$ cat src/rtl/core/alfr_pkg.sv
// ----------------------------------------------------------------------------
// alfr_pkg: shared types and constants of the lagged Fibonacci generator
// Ring size, lag gap, fill constants, boot words, sequencer states and the
// per-cell control struct.
// ----------------------------------------------------------------------------
package alfr_pkg;

	localparam int TABLE_DEPTH   = 31;
	localparam int LAG_GAP       = 3;
	localparam int DISCARD_COUNT = 310;

	localparam int FILL_CNT_W = $clog2(TABLE_DEPTH);
	localparam int DISC_CNT_W = $clog2(DISCARD_COUNT + 2);

	localparam logic [31:0] FILL_MUL = 32'd1103515245;
	localparam logic [31:0] FILL_ADD = 32'd12345;

	// table contents after reset, word 0 first
	localparam logic [31:0] BOOT_WORDS [TABLE_DEPTH] = '{
		-32'd1708027847, 32'd853131300,   -32'd1687801470, 32'd1570894658,
		-32'd566525472,  -32'd552964171,  -32'd251413502,  32'd1223901435,
		32'd1950999915,  -32'd1095640144, -32'd1420011240, -32'd1805298435,
		-32'd1943115761, -32'd348292705,  -32'd1323376457, 32'd759393158,
		-32'd630772182,  32'd361286280,   -32'd479628451,  -32'd1873857033,
		-32'd686452778,  32'd1873211473,  32'd1634626454,  -32'd1399525412,
		32'd910245779,   -32'd970800488,  -32'd173790536,  -32'd1970743429,
		-32'd173171442,  -32'd1986452981, 32'd670779321
	};

	typedef enum logic [1:0] {
		ST_RUN,
		ST_FILL,
		ST_DISCARD
	} seq_state_t;

	typedef struct packed {
		logic shift_en;  // take the neighbor's word (or the alternate word)
		logic add_en;    // take the alternate word instead of the neighbor's
	} cell_ctl_t;

endpackage

$ cat src/rtl/core/alfr_cell.sv
// ----------------------------------------------------------------------------
// alfr_cell: one word of the lag ring
// Holds one 32-bit table word and, when shifted, takes its neighbor's word
// or the alternate (sum) word.
// ----------------------------------------------------------------------------
module alfr_cell (
	input  logic               clk,
	input  logic               arst_n,
	input  logic [31:0]        init_word,
	input  alfr_pkg::cell_ctl_t ctl,
	input  logic [31:0]        nb_word,
	input  logic [31:0]        alt_word,
	output logic [31:0]        word
);

	logic [31:0] word_q;

	always_ff @(posedge clk or negedge arst_n) begin
		if (!arst_n) begin
			word_q <= init_word;
		end else if (ctl.shift_en) begin
			word_q <= ctl.add_en ? alt_word : nb_word;
		end
	end

	assign word = word_q;

endmodule

$ cat src/rtl/core/additive_lagged_fibonacci_rng_unit.sv
// ----------------------------------------------------------------------------
// additive_lagged_fibonacci_rng_unit: additive lagged Fibonacci generator
// 31-word ring, lag gap 3, draw and reseed commands on one input channel.
// ----------------------------------------------------------------------------
// Usage:
//   Input channel (in_valid/in_stall) carries one command word: operation 1
//   draws a value, operation 0 reseeds from seed. Output channel
//   (out_valid/out_stall) carries one 31-bit value per draw.
//   A draw is accepted when in_stall is low and its value appears in the output
//   register on the next cycle; draws may follow each other every cycle, one
//   per cycle sustained while the receiver takes them.
//   A reseed keeps in_stall high through the fill of every ring word (one LCG
//   multiply per cycle) and the discard draws after it, and yields no word.
//   The table is a ring of cells that rotates one place per draw, so the rear
//   word always sits in cell 0 and the front word in cell 3; the rotation is
//   what advances both indices.
//   Reset clears the output valid flag and loads the ring with the boot words.
//   While the receiver stalls with a word pending, in_stall stays high and
//   the pending word holds.
// ----------------------------------------------------------------------------
module additive_lagged_fibonacci_rng_unit (
	input  logic        clk,
	input  logic        arst_n,
	input  logic        in_valid,
	output logic        in_stall,
	input  logic        operation,
	input  logic [31:0] seed,
	output logic        out_valid,
	input  logic        out_stall,
	output logic [30:0] value
);

	localparam int DEPTH = alfr_pkg::TABLE_DEPTH;
	localparam int GAP   = alfr_pkg::LAG_GAP;

	alfr_pkg::seq_state_t state_q, state_d;

	logic [alfr_pkg::FILL_CNT_W-1:0] fill_cnt_q;
	logic [alfr_pkg::DISC_CNT_W-1:0] disc_cnt_q;
	logic [31:0]                     lcg_q;
	logic                            out_valid_q;
	logic [30:0]                     value_q;

	logic [31:0] words [DEPTH];
	logic [31:0] sum_w;
	logic        in_acc, draw_acc, seed_acc, out_acc;
	logic        step_draw, step_fill;
	logic        fill_last, disc_last;

	// ring rotation with the lagged add
	assign sum_w = words[GAP] + words[0];

	assign out_acc  = out_valid_q && !out_stall;
	assign in_stall = (state_q != alfr_pkg::ST_RUN) || (out_valid_q && out_stall);
	assign in_acc   = in_valid && !in_stall;
	assign draw_acc = in_acc && operation;
	assign seed_acc = in_acc && !operation;

	assign fill_last = (fill_cnt_q == alfr_pkg::FILL_CNT_W'(DEPTH - 1));
	assign disc_last = (disc_cnt_q == alfr_pkg::DISC_CNT_W'(alfr_pkg::DISCARD_COUNT - 1));

	// sequencer
	always_comb begin
		state_d   = state_q;
		step_draw = 1'b0;
		step_fill = 1'b0;
		unique case (state_q)
			alfr_pkg::ST_RUN: begin
				step_draw = draw_acc;
				if (seed_acc) begin
					state_d = alfr_pkg::ST_FILL;
				end
			end
			alfr_pkg::ST_FILL: begin
				step_fill = 1'b1;
				if (fill_last) begin
					state_d = (alfr_pkg::DISCARD_COUNT == 0) ? alfr_pkg::ST_RUN
						: alfr_pkg::ST_DISCARD;
				end
			end
			alfr_pkg::ST_DISCARD: begin
				step_draw = 1'b1;
				if (disc_last) begin
					state_d = alfr_pkg::ST_RUN;
				end
			end
			default: begin
				state_d = alfr_pkg::ST_RUN;
			end
		endcase
	end

	always_ff @(posedge clk or negedge arst_n) begin
		if (!arst_n) begin
			state_q    <= alfr_pkg::ST_RUN;
			fill_cnt_q <= '0;
			disc_cnt_q <= '0;
		end else begin
			state_q <= state_d;
			if (seed_acc) begin
				fill_cnt_q <= '0;
				disc_cnt_q <= '0;
			end else begin
				if (step_fill) begin
					fill_cnt_q <= fill_cnt_q + 1'b1;
				end
				if (state_q == alfr_pkg::ST_DISCARD) begin
					disc_cnt_q <= disc_cnt_q + 1'b1;
				end
			end
		end
	end

	// fill word generator: seed first, then prev * mul + add
	always_ff @(posedge clk) begin
		if (seed_acc) begin
			lcg_q <= seed;
		end else if (step_fill) begin
			lcg_q <= lcg_q * alfr_pkg::FILL_MUL + alfr_pkg::FILL_ADD;
		end
	end

	// the ring: cell i takes cell i+1; the last cell takes cell 0 (or the fill
	// word); cell GAP-1 takes the sum on a draw
	for (genvar i = 0; i < DEPTH; i++) begin : g_ring
		alfr_pkg::cell_ctl_t ctl;
		logic [31:0]         nb;

		assign ctl.shift_en = step_draw || step_fill;
		assign ctl.add_en   = (i == GAP - 1) && step_draw;

		if (i == DEPTH - 1) begin : g_tail
			assign nb = step_fill ? lcg_q : words[0];
		end else begin : g_body
			assign nb = words[i + 1];
		end

		alfr_cell u_cell (
			.clk       (clk),
			.arst_n    (arst_n),
			.init_word (alfr_pkg::BOOT_WORDS[i]),
			.ctl       (ctl),
			.nb_word   (nb),
			.alt_word  (sum_w),
			.word      (words[i])
		);
	end

	// output register
	always_ff @(posedge clk or negedge arst_n) begin
		if (!arst_n) begin
			out_valid_q <= 1'b0;
		end else if (draw_acc) begin
			out_valid_q <= 1'b1;
		end else if (out_acc) begin
			out_valid_q <= 1'b0;
		end
	end

	always_ff @(posedge clk) begin
		if (draw_acc) begin
			value_q <= sum_w[31:1];
		end
	end

	assign out_valid = out_valid_q;
	assign value     = value_q;

endmodule

$ cat config.mk
export PLATFORM = sky130hd
export DESIGN_NAME = additive_lagged_fibonacci_rng_unit
export DESIGN_NICKNAME = d
export VERILOG_FILES = /design/src/rtl/core/alfr_pkg.sv /design/src/rtl/core/alfr_cell.sv /design/src/rtl/core/additive_lagged_fibonacci_rng_unit.sv
export SDC_FILE = /design/constraint.sdc
export NUM_CORES = 2
export LEC_CHECK = 0
export BUFFER_PORTS_ARGS = -buffer_cell sky130_fd_sc_hd__buf_2
export CAP_MARGIN = 20
export CORE_ASPECT_RATIO = 1.2
export CORE_MARGIN = 10
export CORE_UTILIZATION = 66
export DETAILED_ROUTE_END_ITERATION = 10
export PLACE_DENSITY = 0.83
export SYNTH_ARGS = -nofsm -noshare
export SYNTH_HDL_FRONTEND = slang
export SYNTH_SLANG_ARGS = --single-unit
$ cat constraint.sdc
create_clock -name clk -period 13.3 [get_ports clk]
set_input_delay 0 -clock clk [delete_from_list [all_inputs] [get_ports clk]]
set_output_delay 0 -clock clk [all_outputs]
set_load 0.1 [all_outputs]
==> out/results.tsv <==
metric	value	unit
status	completed	
grt_pass1_wl	185	mm
port_buffers	69	
final.setup.tns	0	ns
synth.distinct_cells	61	
clk_path_buf_depth	3	
cts_setup_buffers	0	
period_share	58.4	%
synth_top_family_by_area	simple AND/OR/NAND/NOR gates	
top_layer_used	met4	
setup_violations	0	
h-tree-depth	3	
wire_per_inst	16.6	um
met2_length	57.1	mm
syn_avg_cell_area	9.11	um^2
cp_data_required_time	13.72	ns
ctsResizeCount	0	
cts_buffers	100	
synth_xor_xnor_area_share	1.66	%
start_util	66.5	%
final-hold-violation-count	0	
start_kind	flop	
path_cells	ha_1 > fa_1 > inv_1 > fa_1 > inv_1 > fa_1 > ha_1 > inv_1 > fa_1 > inv_1 > fa_1 > fa_1 > ha_1 > a211oi_1 > nand2_1 > a2111oi_0 > o21ai_1 > a31o_2 > nand2_1 > o21ai_1 > a21oi_1 > xnor2_1 > o21ai_1	
cts_tree	done	
dr.pass1.iters	6	
final_max_slew_viol_count	0	
cp-end-kind	flop	
synth_compound_area_share	3.36	%
crit_top_cell	fa_1	
fmax	129	MHz
finalClockSkew	0.0366	ns
cap_viol_max_count	0	
synthArstFlopShare	94.1	%
synth_simple_gate_area_share	23.1	%
syn_nets	6139	
layout.nets	6137	
core	0.0776	mm^2
seq_area_frac_synth	53.8	%
vias	36337	
totalWireLength	113	mm
synth_seq_cells	1072	
drc_errors	0	
wl_met3	4.74	mm
seqCellArea	0.0278	mm^2
grt_pass1_vias	36262	
synth_fa_ha_area_share	13.2	%
routed_via_density	5.36	
synth_warnings	0	
diodes	0	
synthMuxAreaShare	0.143	%
syn_to_final_growth	9.22	%
hold_path.class	in -> async	
path_clk_slew	0.07	ns
drt_iter0_drc	3021	
critPathKind	reg -> reg	
period_needed	7.76	ns
postSynthCellCount	5672	
cts-root-buf	clkbuf_16	
clkLatencyLatePin	0.69	ns
worst_slew_margin_rel	15.5	%
synthFlopType	dfstp_2	
gp_congestion	0.956	
drtAntennaViolNets	0	
grt_use_total	25.4	%
synth_area	0.0517	mm^2
grt_max_degree	273	
crit_family	adder cells	
synth-edff-count	63	
rsz0062_at_grt	no	
overflow	0	
crit_slowest_cell	a2111oi_0	
cp.arrival	8.18	ns
die_x	275	um
numClockSinks	1072	
die-area	0.0899	mm^2
multi_input_area	0.0214	mm^2
fill_cells	5500	
die_y	326	um
tightest_slew	1.27	ns
path_buf_inv	4	
rows	112	
critical_path.max_stage_delay	0.93	ns
cp_max_fo	10	
ios	70	
hpwl	73.4	mm
antenna_found_initial	0	
drive_gt1_share	13.5	%
met1Wirelength	46.5	mm
[what timing repair did]
item                                   CTS  global route
setup endpoints to repair                0             0
endpoints found under the hold margin  158             0
hold buffers                            37             0
[state kept, by name (all words and copies together) (netlist names)]
name / count
disc_cnt_q: 9
fill_cnt_q: 5
g_ring.u_cell.word: 992
lcg_q: 32
out_valid: 1
state_q: 2
value: 31
[cells in the final DEF, fill, tap and decap left out, types with 5 or more instances in the layout]
| cell type | instances |
|---|---|
| buf_4 | 25 |
| o21ai_0 | 32 |
| dfstp_2 | 505 |
| nand2b_1 | 10 |
| a31oi_1 | 43 |
| a21o_1 | 29 |
| a211oi_1 | 10 |
| o21a_1 | 15 |
| buf_12 | 5 |
| ha_1 | 241 |
| nor2_1 | 113 |
| nand4_1 | 9 |
| buf_2 | 68 |
| a22oi_1 | 15 |
| inv_6 | 5 |
| inv_1 | 413 |
| clkbuf_1 | 37 |
| dlygate4sd3_1 | 37 |
| edfxtp_1 | 63 |
| nand2_1 | 2959 |
| xor2_1 | 36 |
| xnor2_1 | 62 |
| a21oi_1 | 73 |
| o31ai_1 | 5 |
| fa_1 | 189 |
| nand3_1 | 11 |
| clkbuf_16 | 101 |
| bufinv_16 | 7 |
| clkinv_2 | 10 |
| clkbuf_8 | 17 |
| dfrtp_1 | 504 |
| o21ai_1 | 14 |
| nor3_1 | 5 |
[kinds of logic after synthesis]
| logic type | after synthesis |
|---|---|
| flops | 1072 |
| buf+inv | 656 |
| simple gates | 3138 |
| fa+ha+maj | 430 |
| compound gates | 271 |
| xor+xnor | 98 |
| mux | 7 |
[per-stage QoR]
| step | setup slack (ns) | area, um^2 | utilization [%] | std cells | hold slack [ns] |
|---|---|---|---|---|---|
| finish | 5.54 | 56400 | 72.7 | 6781 | 0.0118 |
| global route | 5.23 | 56400 | 72.7 | 6781 | 0.0707 |
| CTS | 5.54 | 56400 | 72.6 | 6778 | 0.00120 |
| detailed placement | 5.58 | 52700 | 67.9 | 6554 | 0.131 |
| global placement | 5.59 | 52700 | 67.9 | 6554 | 0.136 |
| floorplan | 6.76 | 51700 | - | 5672 | -0.296 |
[per-layer routing]
metal,GRT usage [%],vias up
li1,-,17312
met1,33.2,17996
met2,42.3,812
met3,3.31,217
met4,10.8,0
met5,0,-
[path summary, 6_finish.rpt]
path,from,endpoint,slack [ns],cells after the start
worst max-delay path,lcg_q[7],lcg_q[31],5.54,23
worst min-delay path,arst_n,g_ring[19].u_cell.word[15],0.01,2
worst max register to register,lcg_q[7],lcg_q[31],5.54,23
max in group asynchronous,arst_n,g_ring[16].u_cell.word[4],10.23,5
min in group clk,seed[4],lcg_q[4],0.13,4
worst min register to register,g_ring[2].u_cell.word[25],g_ring[1].u_cell.word[25],0.44,2
[Yosys cell counts (4+ instances only)]
library cell / n / area share (%)
nand2_1: 2961 / 22
dfstp_2: 505 / 26
dfrtp_1: 504 / 24
inv_1: 413 / 3.0
ha_1: 241 / 5.8
clkbuf_1: 208 / 1.5
fa_1: 189 / 7.3
nor2_1: 115 / 0.84
a21oi_1: 73 / 0.71
edfxtp_1: 63 / 3.7
xnor2_1: 62 / 1.1
a31oi_1: 43 / 0.52
xor2_1: 36 / 0.61
o21ai_0: 32 / 0.31
a21o_1: 29 / 0.42
buf_1: 26 / 0.19
a22oi_1: 15 / 0.22
o21a_1: 15 / 0.22
o21ai_1: 14 / 0.14
nand3_1: 11 / 0.11
a211oi_1: 10 / 0.15
nand2b_1: 10 / 0.12
nand4_1: 9 / 0.11
buf_2: 8 / 0.078
nor2b_1: 5 / 0.061
nor3_1: 5 / 0.048
o31ai_1: 5 / 0.073
a31o_2: 4 / 0.068
and3_1: 4 / 0.048
and4_1: 4 / 0.068
mux2i_1: 4 / 0.078
o21bai_1: 4 / 0.058
[final cells by class]
| class | instances | share of cell area (%) |
|---|---|---|
| clock buffer | 155 | 5.14 |
| clock inverter | 32 | 0.701 |
| inverter | 413 | 2.75 |
| multi-input combinational | 3944 | 38.0 |
| sequential | 1072 | 49.2 |
| tap | 1026 | 2.28 |
| timing repair buffer | 139 | 1.91 |
Power is left out: the tool's default activity adds up to more than one toggle a clock period on the data nets, which glitch-free logic cannot reach.
